<file path="src/design/wppf_pkg.sv">
// ----------------------------------------------------------------------------
// wppf_pkg
// Shared types and constants for the pedestal-subtracted peak finder.
// ----------------------------------------------------------------------------
package wppf_pkg;

  localparam int CMD_W   = 1;
  localparam int CHAN_W  = 5;
  localparam int IDX_W   = 10;
  localparam int ADCIN_W = 12;
  localparam int PED_W   = 18;
  localparam int HGT_W   = 19;
  localparam int SUM_W   = 22;
  localparam int CFG_IDX_W = 3;
  localparam int CFG_DAT_W = 32;
  localparam int QDIV_W  = SUM_W + 6;

  localparam logic [CMD_W-1:0] CMD_SAMPLE = 1'b0;
  localparam logic [CMD_W-1:0] CMD_LOAD   = 1'b1;

  localparam logic [CFG_IDX_W-1:0] REG_PROMPT_MODE    = 3'd0;
  localparam logic [CFG_IDX_W-1:0] REG_CHANNEL_ENABLE = 3'd1;
  localparam logic [CFG_IDX_W-1:0] REG_PED_FIRST      = 3'd2;
  localparam logic [CFG_IDX_W-1:0] REG_PED_COUNT      = 3'd3;
  localparam logic [CFG_IDX_W-1:0] REG_PEAK_FIRST     = 3'd4;
  localparam logic [CFG_IDX_W-1:0] REG_PEAK_LAST      = 3'd5;

  // Work handed from the front end to the back end once a window closes.
  typedef struct packed {
    logic [CHAN_W-1:0]  chan;
    logic               prompt;
    logic [SUM_W-1:0]   sum;
    logic [PED_W-1:0]   fixed_ped;
    logic [ADCIN_W-1:0] minimum;
  } wppf_job_t;

  typedef enum logic [1:0] {
    ST_IDLE,
    ST_DIVIDE,
    ST_RESULT
  } wppf_state_t;

endpackage

</file>
<file path="src/design/wppf_ram.sv">
// ----------------------------------------------------------------------------
// wppf_ram
// Generic single-write, single-read RAM with registered read data.
// ----------------------------------------------------------------------------
module wppf_ram #(
  parameter int WIDTH = 8,
  parameter int DEPTH = 32
) (
  input  logic                     clk,
  input  logic                     we,
  input  logic [$clog2(DEPTH)-1:0] waddr,
  input  logic [WIDTH-1:0]         wdata,
  input  logic [$clog2(DEPTH)-1:0] raddr,
  output logic [WIDTH-1:0]         rdata
);

  logic [WIDTH-1:0] mem [DEPTH];

  always_ff @(posedge clk) begin
    if (we) begin
      mem[waddr] <= wdata;
    end
    rdata <= mem[raddr];
  end

endmodule

</file>
<file path="src/design/wppf_front.sv">
// ----------------------------------------------------------------------------
// wppf_front
// Accepts samples and loads, keeps per-channel sums, minima and pedestals.
// ----------------------------------------------------------------------------
module wppf_front #(
  parameter int CHANNELS = 32,
  parameter int ADC_BITS = 12,
  parameter int SAMPLES_PER_EVENT = 1024
) (
  input  logic                            clk,
  input  logic                            rst,
  input  logic                            in_valid,
  output logic                            in_ready,
  input  logic [wppf_pkg::CMD_W-1:0]      command,
  input  logic [wppf_pkg::CHAN_W-1:0]     channel,
  input  logic [wppf_pkg::IDX_W-1:0]      sample_index,
  input  logic [wppf_pkg::ADCIN_W-1:0]    adc_value,
  input  logic [wppf_pkg::PED_W-1:0]      pedestal_load,
  input  logic                            prompt_mode,
  input  logic [31:0]                     channel_enable,
  input  logic [wppf_pkg::IDX_W-1:0]      ped_first,
  input  logic [wppf_pkg::IDX_W-1:0]      ped_count,
  input  logic [wppf_pkg::IDX_W-1:0]      peak_first,
  input  logic [wppf_pkg::IDX_W-1:0]      peak_last,
  output logic                            job_valid,
  output wppf_pkg::wppf_job_t             job,
  input  logic                            job_ready
);
  import wppf_pkg::*;

  localparam int CH_W = (CHANNELS > 1) ? $clog2(CHANNELS) : 1;
  localparam logic [ADCIN_W-1:0] ADC_MAX = ADCIN_W'((1 << ADC_BITS) - 1);
  localparam logic [PED_W-1:0]   PED_MAX = PED_W'(((1 << ADC_BITS) - 1) << 6);
  localparam logic [SUM_W-1:0]   SUM_MAX = '1;

  // Stage 1 register: accepted sample, state read in flight.
  logic               s1_valid;
  logic               s1_ped_start, s1_ped_add;
  logic               s1_pk_start, s1_pk_emit;
  logic               s1_is_load;
  logic [CHAN_W-1:0]  s1_chan;
  logic [ADCIN_W-1:0] s1_adc;
  logic [PED_W-1:0]   s1_load;
  logic [CHANNELS-1:0] sum_vld, min_vld, fix_vld;

  logic [SUM_W-1:0]   sum_rd, sum_cur, sum_new;
  logic [ADCIN_W-1:0] min_rd, min_cur, min_new;
  logic [PED_W-1:0]   fix_rd, fix_cur, fix_new;
  logic [SUM_W:0]     sum_add;
  logic               stall;
  logic               acc;
  logic               in_range, ch_ok, en_ok;
  logic [IDX_W:0]     ped_end;
  logic [CH_W-1:0]    rd_ch, s1_ch;
  logic               sum_we, min_we, fix_we;

  // Sequential front: the next item waits for this one's write-back so that
  // same-channel read-after-write is safe.
  assign stall    = s1_valid;
  assign in_ready = !stall && !(job_valid && !job_ready);
  assign acc      = in_valid && in_ready;

  assign ch_ok    = 32'(channel) < 32'(CHANNELS);
  assign in_range = 32'(sample_index) < 32'(SAMPLES_PER_EVENT);
  assign en_ok    = channel_enable[channel];
  assign ped_end  = {1'b0, ped_first} + {1'b0, ped_count};
  assign rd_ch    = CH_W'(channel);
  assign s1_ch    = CH_W'(s1_chan);

  always_ff @(posedge clk) begin
    if (rst) begin
      s1_valid <= 1'b0;
    end else begin
      s1_valid <= acc && ch_ok;
    end
    s1_chan  <= channel;
    s1_adc   <= adc_value & ADC_MAX;
    s1_load  <= (pedestal_load > PED_MAX) ? PED_MAX : pedestal_load;
    s1_is_load <= command == CMD_LOAD;
    s1_ped_start <= (command == CMD_SAMPLE) && en_ok && in_range && ped_count != '0 &&
                    sample_index == ped_first;
    s1_ped_add <= (command == CMD_SAMPLE) && en_ok && in_range && ped_count != '0 &&
                  sample_index > ped_first && {1'b0, sample_index} < ped_end;
    s1_pk_start <= (command == CMD_SAMPLE) && en_ok && in_range &&
                   peak_first <= peak_last && sample_index == peak_first;
    s1_pk_emit <= (command == CMD_SAMPLE) && en_ok && in_range &&
                  peak_first <= peak_last && sample_index >= peak_first &&
                  sample_index <= peak_last;
  end

  wppf_ram #(.WIDTH(SUM_W), .DEPTH(CHANNELS)) u_sum (
    .clk(clk), .we(sum_we), .waddr(s1_ch), .wdata(sum_new), .raddr(rd_ch), .rdata(sum_rd));
  wppf_ram #(.WIDTH(ADCIN_W), .DEPTH(CHANNELS)) u_min (
    .clk(clk), .we(min_we), .waddr(s1_ch), .wdata(min_new), .raddr(rd_ch), .rdata(min_rd));
  wppf_ram #(.WIDTH(PED_W), .DEPTH(CHANNELS)) u_fix (
    .clk(clk), .we(fix_we), .waddr(s1_ch), .wdata(fix_new), .raddr(rd_ch), .rdata(fix_rd));

  // Entries never written read as their reset values.
  assign sum_cur = sum_vld[s1_ch] ? sum_rd : '0;
  assign min_cur = min_vld[s1_ch] ? min_rd : ADC_MAX;
  assign fix_cur = fix_vld[s1_ch] ? fix_rd : '0;

  assign sum_add = {1'b0, sum_cur} + (SUM_W+1)'(s1_adc);
  always_comb begin
    sum_new = sum_cur;
    if (s1_ped_start) begin
      sum_new = SUM_W'(s1_adc);
    end else if (s1_ped_add) begin
      sum_new = sum_add[SUM_W] ? SUM_MAX : sum_add[SUM_W-1:0];
    end
    min_new = min_cur;
    if (s1_pk_start || s1_adc < min_cur) begin
      min_new = s1_adc;
    end
    fix_new = s1_load;
  end

  assign sum_we = s1_valid && !s1_is_load && (s1_ped_start || s1_ped_add);
  assign min_we = s1_valid && !s1_is_load && s1_pk_emit;
  assign fix_we = s1_valid && s1_is_load;

  always_ff @(posedge clk) begin
    if (rst) begin
      sum_vld <= '0;
      min_vld <= '0;
      fix_vld <= '0;
    end else begin
      if (sum_we) sum_vld[s1_ch] <= 1'b1;
      if (min_we) min_vld[s1_ch] <= 1'b1;
      if (fix_we) fix_vld[s1_ch] <= 1'b1;
    end
  end

  // Job register: one entry of queue toward the back end.
  logic s1_last;
  logic [IDX_W-1:0] s1_idx;
  always_ff @(posedge clk) begin
    s1_idx <= sample_index;
  end
  assign s1_last = s1_idx == peak_last;

  always_ff @(posedge clk) begin
    if (rst) begin
      job_valid <= 1'b0;
    end else if (min_we && s1_last) begin
      job_valid <= 1'b1;
    end else if (job_ready) begin
      job_valid <= 1'b0;
    end
    if (min_we && s1_last) begin
      job.chan      <= s1_chan;
      job.prompt    <= prompt_mode;
      job.sum       <= sum_new;
      job.fixed_ped <= fix_cur;
      job.minimum   <= min_new;
    end
  end

`ifndef ASSERT_OFF
  a_no_overwrite: assert property (@(posedge clk) disable iff (rst)
    (job_valid && !job_ready) |-> !(min_we && s1_last))
    else $error("job overwritten while pending");
  a_one_inflight: assert property (@(posedge clk) disable iff (rst)
    s1_valid |-> !in_ready)
    else $error("accepted item during write-back");
  a_single_wr: assert property (@(posedge clk) disable iff (rst)
    fix_we |-> !(sum_we || min_we))
    else $error("load and sample write together");
`endif

endmodule

</file>
<file path="src/design/wppf_back.sv">
// ----------------------------------------------------------------------------
// wppf_back
// Computes the prompt pedestal by restoring division and forms the result.
// ----------------------------------------------------------------------------
module wppf_back #(
  parameter int ADC_BITS = 12
) (
  input  logic                         clk,
  input  logic                         rst,
  input  logic                         job_valid,
  input  wppf_pkg::wppf_job_t          job,
  output logic                         job_ready,
  input  logic [wppf_pkg::IDX_W-1:0]   ped_count,
  output logic                         res_valid,
  input  logic                         res_ready,
  output logic [wppf_pkg::CHAN_W-1:0]  res_chan,
  output logic [wppf_pkg::HGT_W-1:0]   res_height,
  output logic [wppf_pkg::PED_W-1:0]   res_ped
);
  import wppf_pkg::*;

  localparam logic [PED_W-1:0] PED_MAX = PED_W'(((1 << ADC_BITS) - 1) << 6);
  localparam int CNT_W = $clog2(QDIV_W + 1);

  wppf_state_t state, state_next;
  logic [QDIV_W-1:0] dividend, quot, quot_next;
  logic [IDX_W:0]    rem;
  logic [IDX_W+1:0]  trial;
  logic [CNT_W-1:0]  cnt;
  logic [IDX_W-1:0]  divisor;
  logic [CHAN_W-1:0] chan;
  logic [ADCIN_W-1:0] minimum;
  logic [PED_W-1:0]  ped;
  logic [PED_W-1:0]  ped_sel;
  logic              load_job;

  assign job_ready = state == ST_IDLE;
  assign load_job  = job_valid && job_ready;
  assign res_valid = state == ST_RESULT;
  assign trial     = {rem, dividend[QDIV_W-1]} - {1'b0, 1'b0, divisor};
  assign quot_next = trial[IDX_W+1] ? {quot[QDIV_W-2:0], 1'b0} : {quot[QDIV_W-2:0], 1'b1};
  assign ped_sel   = (quot_next > QDIV_W'(PED_MAX)) ? PED_MAX : quot_next[PED_W-1:0];

  always_comb begin
    state_next = state;
    case (state)
      ST_IDLE: begin
        if (job_valid) begin
          state_next = (job.prompt && ped_count != '0) ? ST_DIVIDE : ST_RESULT;
        end
      end
      ST_DIVIDE: begin
        if (cnt == CNT_W'(QDIV_W - 1)) state_next = ST_RESULT;
      end
      ST_RESULT: begin
        if (res_ready) state_next = ST_IDLE;
      end
      default: state_next = ST_IDLE;
    endcase
  end

  always_ff @(posedge clk) begin
    if (rst) begin
      state <= ST_IDLE;
    end else begin
      state <= state_next;
    end
  end

  always_ff @(posedge clk) begin
    if (load_job) begin
      chan     <= job.chan;
      minimum  <= job.minimum;
      dividend <= {job.sum, 6'b0};
      rem      <= '0;
      quot     <= '0;
      cnt      <= '0;
      divisor  <= ped_count;
      ped      <= job.prompt ? '0 : job.fixed_ped;
    end else if (state == ST_DIVIDE) begin
      dividend <= {dividend[QDIV_W-2:0], 1'b0};
      cnt      <= cnt + 1'b1;
      quot     <= quot_next;
      if (!trial[IDX_W+1]) begin
        rem  <= trial[IDX_W:0];
      end else begin
        rem  <= {rem[IDX_W-1:0], dividend[QDIV_W-1]};
      end
      if (cnt == CNT_W'(QDIV_W - 1)) begin
        ped <= ped_sel;
      end
    end
  end

  assign res_chan   = chan;
  assign res_ped    = ped;
  assign res_height = HGT_W'({1'b0, ped}) - HGT_W'({minimum, 6'b0});

`ifndef ASSERT_OFF
  a_ped_cap: assert property (@(posedge clk) disable iff (rst)
    res_valid |-> res_ped <= PED_MAX)
    else $error("pedestal above maximum");
  a_hold: assert property (@(posedge clk) disable iff (rst)
    (res_valid && !res_ready) |=> res_valid && $stable(res_height))
    else $error("result dropped");
  a_cap_sel: assert property (@(posedge clk) disable iff (rst)
    (state == ST_DIVIDE) |-> ped_sel <= PED_MAX)
    else $error("clamp broken");
`endif

endmodule

</file>
<file path="src/design/waveform_pedestal_peak_finder.sv">
// ----------------------------------------------------------------------------
// waveform_pedestal_peak_finder
// Pedestal-subtracted peak finder for an interleaved multi-channel digitizer.
// ----------------------------------------------------------------------------
// Each item passes through the front end as a state read, then a write-back
// to the per-channel state memories; the next item waits for the write-back.
// When a peak window closes, the back end forms the pedestal: a prompt pedestal
// is a restoring division of sum times 64 by ped_count, a fixed one skips it.
// A one-entry queue between the ends lets samples keep flowing while a
// division runs; while a job waits in that queue, the input stalls until the
// back end takes it. Results leave through a single output register.
module waveform_pedestal_peak_finder #(
  parameter int CHANNELS = 32,
  parameter int ADC_BITS = 12,
  parameter int SAMPLES_PER_EVENT = 1024
) (
  input  logic                          clk,
  input  logic                          rst,
  input  logic                          push,
  output logic                          full,
  input  logic [wppf_pkg::CMD_W-1:0]    command,
  input  logic [wppf_pkg::CHAN_W-1:0]   channel,
  input  logic [wppf_pkg::IDX_W-1:0]    sample_index,
  input  logic [wppf_pkg::ADCIN_W-1:0]  adc_value,
  input  logic [wppf_pkg::PED_W-1:0]    pedestal_load,
  output logic                          empty,
  input  logic                          pop,
  output logic [wppf_pkg::CHAN_W-1:0]   out_channel,
  output logic signed [wppf_pkg::HGT_W-1:0] peak_height,
  output logic [wppf_pkg::PED_W-1:0]    pedestal_used,
  input  logic                          cfg_valid,
  output logic                          cfg_ready,
  input  logic [wppf_pkg::CFG_IDX_W-1:0] cfg_index,
  input  logic [wppf_pkg::CFG_DAT_W-1:0] cfg_data
);
  import wppf_pkg::*;

  logic prompt_mode;
  logic [31:0] channel_enable;
  logic [IDX_W-1:0] ped_first, ped_count, peak_first, peak_last;

  assign cfg_ready = 1'b1;

  // Configuration registers; writes beyond the list are dropped.
  always_ff @(posedge clk) begin
    if (rst) begin
      prompt_mode    <= 1'b1;
      channel_enable <= 32'd15;
      ped_first      <= 10'd1;
      ped_count      <= 10'd50;
      peak_first     <= 10'd1;
      peak_last      <= 10'd1000;
    end else if (cfg_valid) begin
      case (cfg_index)
        REG_PROMPT_MODE:    prompt_mode    <= cfg_data[0];
        REG_CHANNEL_ENABLE: channel_enable <= cfg_data;
        REG_PED_FIRST:      ped_first      <= cfg_data[IDX_W-1:0];
        REG_PED_COUNT:      ped_count      <= cfg_data[IDX_W-1:0];
        REG_PEAK_FIRST:     peak_first     <= cfg_data[IDX_W-1:0];
        REG_PEAK_LAST:      peak_last      <= cfg_data[IDX_W-1:0];
        default: ;
      endcase
    end
  end

  logic in_ready;
  logic job_valid, job_ready;
  wppf_job_t job;
  logic res_valid, res_ready;
  logic [CHAN_W-1:0] res_chan;
  logic [HGT_W-1:0]  res_height;
  logic [PED_W-1:0]  res_ped;

  assign full = !in_ready;

  wppf_front #(.CHANNELS(CHANNELS), .ADC_BITS(ADC_BITS),
               .SAMPLES_PER_EVENT(SAMPLES_PER_EVENT)) u_front (
    .clk(clk), .rst(rst), .in_valid(push), .in_ready(in_ready),
    .command(command), .channel(channel), .sample_index(sample_index),
    .adc_value(adc_value), .pedestal_load(pedestal_load),
    .prompt_mode(prompt_mode), .channel_enable(channel_enable),
    .ped_first(ped_first), .ped_count(ped_count), .peak_first(peak_first),
    .peak_last(peak_last), .job_valid(job_valid), .job(job), .job_ready(job_ready));

  wppf_back #(.ADC_BITS(ADC_BITS)) u_back (
    .clk(clk), .rst(rst), .job_valid(job_valid), .job(job), .job_ready(job_ready),
    .ped_count(ped_count), .res_valid(res_valid), .res_ready(res_ready),
    .res_chan(res_chan), .res_height(res_height), .res_ped(res_ped));

  // Output register: one result held for the consumer.
  logic out_valid;
  assign res_ready = !out_valid || pop;
  assign empty = !out_valid;

  always_ff @(posedge clk) begin
    if (rst) begin
      out_valid <= 1'b0;
    end else if (res_ready) begin
      out_valid <= res_valid;
    end
    if (res_ready && res_valid) begin
      out_channel   <= res_chan;
      peak_height   <= res_height;
      pedestal_used <= res_ped;
    end
  end

`ifndef ASSERT_OFF
  a_out_hold: assert property (@(posedge clk) disable iff (rst)
    (!empty && !pop) |=> !empty && $stable(peak_height) && $stable(out_channel))
    else $error("waiting result changed");
  a_ped_range: assert property (@(posedge clk) disable iff (rst)
    !empty |-> pedestal_used <= 18'd262080)
    else $error("pedestal out of range");
  a_cfg_ready: assert property (@(posedge clk) disable iff (rst)
    cfg_ready)
    else $error("config port stalled");
`endif

endmodule

</file>
<file path="config.mk">
export PLATFORM = sky130hd
export DESIGN_NAME = waveform_pedestal_peak_finder
export DESIGN_NICKNAME = d
export VERILOG_FILES = /design/src/design/wppf_pkg.sv /design/src/design/wppf_ram.sv /design/src/design/wppf_front.sv /design/src/design/wppf_back.sv /design/src/design/waveform_pedestal_peak_finder.sv
export SDC_FILE = /design/constraint.sdc
export NUM_CORES = 2
export LEC_CHECK = 0
export BUFFER_PORTS_ARGS = -buffer_cell sky130_fd_sc_hd__buf_2
export CAP_MARGIN = 0
export CELL_PAD_IN_SITES_DETAIL_PLACEMENT = 0
export CELL_PAD_IN_SITES_GLOBAL_PLACEMENT = 1
export CORE_MARGIN = 2
export CORE_UTILIZATION = 50
export CTS_BUF_LIST = sky130_fd_sc_hd__clkbuf_8
export CTS_CLUSTER_SIZE = 28
export DETAILED_ROUTE_END_ITERATION = 10
export PLACE_DENSITY_LB_ADDON = 0.1
export SYNTH_ARGS = -nofsm -noshare
export SYNTH_HDL_FRONTEND = slang
export SYNTH_SLANG_ARGS = --single-unit
</file>
<file path="constraint.sdc">
create_clock -name clk -period 7.2 [get_ports clk]
set_input_delay 1.08 -clock clk [delete_from_list [all_inputs] [get_ports clk]]
set_output_delay 1.08 -clock clk [all_outputs]
set_load 0.02 [all_outputs]
</file>
; ---- Word level (Yosys, flattened, before mapping)
; Memories as Yosys holds them, arrays and structs flattened. A register that Yosys moved wholly into a read port is not among the register bits.
; Index checks and enable logic that the tools add are counted.
[totals]
regBits = 434
ramBits = 1664
in_bits = 86
elab_cells = 157
mem_count = 3
[memory_table]
columns = memory, depth, width, read_ports, rd_clocked_by_memory_dff, wr, line
row1 = u_front.u_sum.mem, 32, 22, 1, 1, 1, wppf_ram.sv:17  ; logic [WIDTH-1:0] mem [DEPTH];
row2 = u_front.u_fix.mem, 32, 18, 1, 1, 1, wppf_ram.sv:17
row3 = u_front.u_min.mem, 32, 12, 1, 1, 1, wppf_ram.sv:17
[op_classes]
n_addsub = 5
magnitude_cmp = 11
n_eq_ne = 14
mux = 38
bitwise_logic = 4
reduce_logical = 44
[op_table]
columns = op, n
row1 = bitwise OR 32 bit, 3
row2 = two-way mux 18 bit, 5
row3 = two-way mux 22 bit, 4
row4 = two-way mux 28 bit, 2
row5 = equality test 10 bit, 3
row6 = > comparator 28 x 18 -> 1 bit (second input constant), 1
row7 = two-way mux 12 bit, 2
row8 = adder 22 x 12 -> 23 bit, 1
row9 = logical AND 1 bit, 21
row10 = binary-select mux 1 bit (select 5 bit), 4
row11 = less-or-equal comparator 10 bit, 2
row12 = subtractor 18 x 18 -> 19 bit, 1
row13 = > comparator 18 bit (second input constant), 1
row14 = two-way mux 1 bit, 14
row15 = AND reduction 2 bit, 7
row16 = less-than comparator 12 bit, 1
row17 = less-than comparator 5 x 6 -> 1 bit (second input constant), 2
row18 = subtractor 12 x 10 -> 12 bit, 1
row19 = adder 10 x 10 -> 11 bit, 1
row20 = less-than comparator 10 x 11 -> 1 bit, 1
row21 = two-way mux 11 bit, 1
row22 = >= comparator 10 bit, 1
row23 = > comparator 10 bit, 1
row24 = nonzero test 10 bit, 1
row25 = other kinds (20), 35

; ---- Depth between registers and ports, before layout
[depth]
ltp_word = 7
ltp_mapped = 19
mapped_depth_nobuf = 15

; ---- Modules after synthesis
; From an unflattened synthesis, not the netlist that was laid out.
[unflattened]
hier_cells = 5687
area_unflattened_um2 = 86992.2
[modules_own_cells]
columns = mod, n_inst, cells_each, area_each_um2, seq_area_each_um2
row1 = wppf_ram (u_front.u_sum), 1, 1550, 27985.6, 21580.7
row2 = wppf_ram (u_front.u_fix), 1, 1278, 23050.9, 17656.9
row3 = wppf_ram (u_front.u_min), 1, 868, 15468.6, 11771.3
row4 = wppf_front, 1, 1073, 10593.9, 4704.5
row5 = wppf_back, 1, 576, 5481.5, 2912.8
row6 = waveform_pedestal_peak_finder, 1, 342, 4411.7, 2742.6

; ---- Worst setup path after synthesis
; No wires, ideal clock.
[synth_timing]
kind = register to register
from = register u_front.s1_valid
to = register u_front.job_valid
setup_ns = 0.075
arrival_ns = 5.347
required_time_ns = 7.125
setup_slack_ns = 1.777
stages_incl_launch_ff = 6
path_buffers = 0
period_less_slack_ns = 5.423
path_cell_list = dfxtp_1 -> nor2b_1 -> and2_1 -> nand4_1 -> nor3_1 -> o21ba_2
[synth_between]
elab_chain_len = 4
[synth_rtl]
columns = item, line
row1 = "start, declared", wppf_front.sv:37  ; logic s1_valid;
row2 = "start signal, assigned", wppf_front.sv:74  ; s1_valid <= acc && ch_ok;
row3 = logical AND 1 bit * (2 in series), wppf_front.sv:119  ; assign min_we = s1_valid && !s1_is_load && s1_pk_emit;
row4 = logical AND 1 bit *, wppf_front.sv:145  ; end else if (min_we && s1_last) begin
row5 = two-way mux 1 bit or nonzero test 2 bit (tied branches), -
row6 = "end signal, assigned", wppf_front.sv:144  ; job_valid <= 1'b0;
row7 = "end signal, assigned", wppf_front.sv:146  ; job_valid <= 1'b1;
row8 = "end signal, assigned", wppf_front.sv:148  ; job_valid <= 1'b0;
row9 = "end, declared", wppf_front.sv:25  ; output logic job_valid,
; Mark *: on every way between the ends. The rest lies on a longest branch, timed or not.
; A chain may end at the register's enable or synchronous reset.

; ---- Worst setup path in the final report
[layout_timing]
from = register u_front.s1_chan[2], in the netlist u_front.s1_ch[2]
to = memory u_front.u_sum.mem[18][13] (netlist bit) (data pin)
[layout_between]
elab_chain_len = 7
[layout_rtl]
columns = item, line
row1 = "start, declared", wppf_front.sv:41  ; logic [CHAN_W-1:0] s1_chan;
row2 = "start signal, assigned", wppf_front.sv:76  ; s1_chan <= channel;
row3 = binary-select mux 1 bit (select 5 bit) *, wppf_front.sv:99  ; assign sum_cur = sum_vld[s1_ch] ? sum_rd : '0;
row4 = two-way mux 1 bit (implied by the code) *, wppf_front.sv:99
row5 = two-way mux 22 bit *, wppf_front.sv:99
row6 = adder 22 x 12 -> 23 bit, wppf_front.sv:103  ; assign sum_add = {1'b0, sum_cur} + (SUM_W+1)'(s1_adc);
row7 = two-way mux 22 bit, wppf_front.sv:109  ; sum_new = sum_add[SUM_W] ? SUM_MAX : sum_add[SUM_W-1:0];
row8 = two-way mux 22 bit *, wppf_front.sv:108  ; end else if (s1_ped_add) begin
row9 = two-way mux 22 bit *, wppf_front.sv:106  ; if (s1_ped_start) begin
row10 = named net u_front.sum_new[13], wppf_front.sv:46  ; logic [SUM_W-1:0] sum_rd, sum_cur, sum_new;
row11 = "end, declared", wppf_ram.sv:17
; Mark *: on every way through the listed nets, which the timed path passes. The rest lies on a longest branch. The select of a mux whose other input is x is not followed.

==> results.yml <==
setup_path:
  path_common_cell: "buf_4"
  critPathMaxStageDelay_ns: 1.17
  reg2regPathDepth: 17
  slowest_stage: "a21oi_2"
  regToRegSetupSlack_ns: 0.89
  endpoint_kind: "register"
  cp_top_family: "compound AO/OA/AOI/OAI gates"
  crit_type: "register to register"
  arrival_ns: 6.94
  cp-start-kind: "register"
  crit_fanout: 33
  r2r-start: "u_front.s1_ch[2]$_DFF_P_"
  cp_num_cells: 17
  critPathRequiredTime_ns: 7.83
  crit_chain: "or3b_1 -> buf_4 -> o22ai_1 -> nor4_1 -> mux2i_2 -> buf_4 -> and2_1 -> ha_1 -> inv_1 -> fa_1 -> nor2b_1 -> o31a_1 -> o21ai_1 -> a21oi_1 -> or2_1 -> nand4_1 -> a21oi_2"
  crit_buf_inv: 3
  worstReg2RegEnd: "u_front.u_sum.mem[18][13]$_DFFE_PP_"
cts:
  cts_setup_buffers: 0
  cts_tree: "done"
  cts-hold-fix-buffers: 0
  cts_resized: 0
  cts-root-buf: "clkbuf_8"
  path_clk_slew_ns: 0.06
  cts_sinks: 2144
  cts_max_level: 5
  cts_buffer_depth: 4
  clock_latency_ns: 1.07
  numCtsBuffers: 360
sta:
  final.setup.tns_ns: 0
  report.final.slew_viol_count: 0
  worst_pin_slew_ns: 1.35
  timing.fmax_mhz: 158
  rsz0062_at_grt: "false"
  skew_ns: 0.0780
  hold_violations: 0
  setup_viol: 0
  slew_headroom_pct: 10.3
  finalCriticalPeriod_ns: 6.31
  layout_worst_path_cycle_share_pct: 87.7
grt:
  grt_pass1_wl_mm: 309
  grtUsageMet2_pct: 40.3
  grt_usage_pct: 25.6
  grt_start_max_net_pins: 121
  antenna_found_initial: 7
  met3_usage_pct: 4.27
  grt_pass1_vias: 43500
  grt_use_met1_pct: 37.3
  top_usage_layer: "met2"
  gr-total-overflow: 0
detailed_routing:
  drc: 0
  finalWirelength_mm: 216
  wl_per_cell_um: 29.4
  drtIter0Drc: 4910
  antenna_left: 0
  avgViaCountPerCell: 5.92
  dr.pass1.iters: 5
  vias: 43600
yosys:
  synth_area_leader_cell: "edfxtp_1"
  synth_ff_type: "edfxtp_1"
  yosys_warnings: 0
  postSynthCellCount: 4464
  synth_common_cells: "edfxtp_1 (1825), mux4_2 (540), nor2_1 (332)"
  postSynthAreaPerCell_sq_um: 18.7
  syn_area_sq_mm: 0.0836
  yosys.area.top_type_share_pct: 65.5
  syn_nets: 4659
  synth_cell_types: 75
  yosys-top-cells-area: "edfxtp_1 (66%), mux4_2 (15%), dfxtp_1 (7.6%)"
  ys_seq_elements: 2144
  async_flop_share_pct: 0
  synth_most_common_cell: "edfxtp_1"
  seq_area_frac_synth_pct: 73.2
  synth_edf_count: 1825
floorplanning:
  ios: 131
  placementRows: 150
  fp.coreArea_sq_mm: 0.167
  initial_core_util_pct: 50.2
  fp.dieW_um: 413
  dieHeight_um: 413
  die-area_sq_mm: 0.171
finish:
  layout-drive-gt1-share_pct: 27.8
  fillCellCount: 12800
  seq_area_sq_mm: 0.0612
  multi_input_area_sq_mm: 0.0215
  area_growth_pct: 12.9
  layoutNonFillerInstCount: 7364
  design_area_sq_mm: 0.0944
  final_nets: 5077
placed_design:
  place.gp.congestion: 0.803
  hpwl_mm: 116
  io_buffer_count: 129
  place_inst: 6723
  placed_cell_area_sq_mm: 0.0878
hold_path:
  hp-start: "adc_value[9]"
  holdCritPathClass: "primary input to register"
  min_delay_path_depth: 1
  min_to: "u_front.s1_adc[9]$_DFF_P_"
power_and_ir_drop:
  ir_drop_mv: 0.203
  leakagePower_nw: 31.9
  powerDensity_mw_per_mm2: 260
job:
  maxCapViolations: 0
run_status:
  outcome: "completed"
[power breakdown]
group	switching (mW)	total, mW	internal, mW
sequential	0.113	13.6	13.5
clock	4.71	9.95	5.24
combinational	0.526	0.951	0.425
total	5.35	24.5	19.2
[sequential cells by signal, summed over array words and instances, names as in the netlist, 11 cells and up]
signal / cells
u_back.rem: 11
u_front.u_fix.rdata: 18
u_front.fix_new: 18
u_front.sum_vld: 32
u_front.min_vld: 32
channel_enable: 32
u_front.fix_vld: 32
u_front.u_min.rdata: 12
pedestal_used: 12
u_back.res_ped: 18
u_back.quot: 27
u_front.u_min.mem: 384
peak_height: 19
u_front.s1_adc: 12
u_front.job: 58
u_back.minimum: 12
u_front.u_sum.rdata: 22
u_back.dividend: 22
u_front.u_sum.mem: 704
u_front.u_fix.mem: 576
[layout by cell type, fill, tap and decap left out, drive strengths merged, types with 5 or more instances in the layout]
cell	n
edfxtp	1825
mux4	540
clkbuf	397
nor2	332
dfxtp	319
nand2	315
buf	282
inv	248
ha	105
a21oi	104
clkinv	74
mux2i	56
mux2	52
o21ai	51
nand3	48
and2	36
xnor2	34
nor2b	33
nand4	24
nand2b	21
nor3	21
nand3b	19
a21o	15
xor2	14
o22ai	13
o21a	13
and3	13
a2bb2oi	12
a22oi	12
nor4	11
a31oi	10
o21ba	9
or2	7
a2111oi	7
or3	6
o211ai	6
bufinv	6
a22o	5
[metal layers]
metal | up-vias | routed length [um] | share of wire, %
met5 | - | 0 | 0
met4 | 0 | 4460 | 2.1
met3 | 297 | 14800 | 6.9
met2 | 1630 | 104000 | 48
met1 | 23100 | 93200 | 43
li1 | 18600 | - | -
[worst max-delay path by stage]
stage	start	endpoint	slack (ns)
4_1_cts	u_front.s1_ch[2]$_DFF_P_	u_front.u_sum.mem[21][13]$_DFFE_PP_	0.88
5_1_grt	u_front.s1_ch[2]$_DFF_P_	u_front.u_sum.mem[31][13]$_DFFE_PP_	0.40
3_5_place_dp	u_front.s1_ch[2]$_DFF_P_	u_front.u_sum.mem[22][13]$_DFFE_PP_	0.86
6_report	u_front.s1_ch[2]$_DFF_P_	u_front.u_sum.mem[18][13]$_DFFE_PP_	0.89
2_1_floorplan	u_front.s1_valid$_SDFF_PP0_	u_front.job_valid$_SDFFE_PP0P_	1.78
3_3_place_gp	u_front.s1_ch[2]$_DFF_P_	u_front.u_sum.mem[24][13]$_DFFE_PP_	1.01
[cell type report]
class                      count  area share [%]
clock inverter               239            1.17
antenna                        4          0.0106
multi-input combinational   2001            22.8
tap                         2204            2.92
timing repair buffer         282            2.08
clock buffer                 397            5.79
inverter                      93           0.370
sequential                  2144            64.8
[kinds of logic (layout without fill, tap and decap cells)]
kind of cell | Yosys count | count (layout) | synth area share (%)
flops | 2144 | 2144 | 73.2
simple gates | 902 | 902 | 4.78
mux | 648 | 648 | 15.9
buf+inv | 319 | 1011 | 1.68
compound gates | 293 | 293 | 2.27
fa+ha+maj | 109 | 109 | 1.67
xor+xnor | 48 | 48 | 0.512
other cells | 1 | 5 | 0.00448
[per-stage QoR]
| stage | power, mW | util [%] | worst slack, ns | hold WS (ns) |
|---|---|---|---|---|
| 6_report | 24.5 | 56.6 | 0.888 | 0.125 |
| 5_1_grt | 25.4 | 56.6 | 0.396 | 0.0554 |
| 4_1_cts | 24.8 | 56.6 | 0.882 | 0.0107 |
| 3_5_place_dp | 14.8 | 52.7 | 0.863 | 0.405 |
| 3_3_place_gp | 14.8 | 52.7 | 1.01 | 0.405 |
| 2_1_floorplan | 14.5 | - | 1.78 | 0.400 |
(Power assumes the default switching activity.)
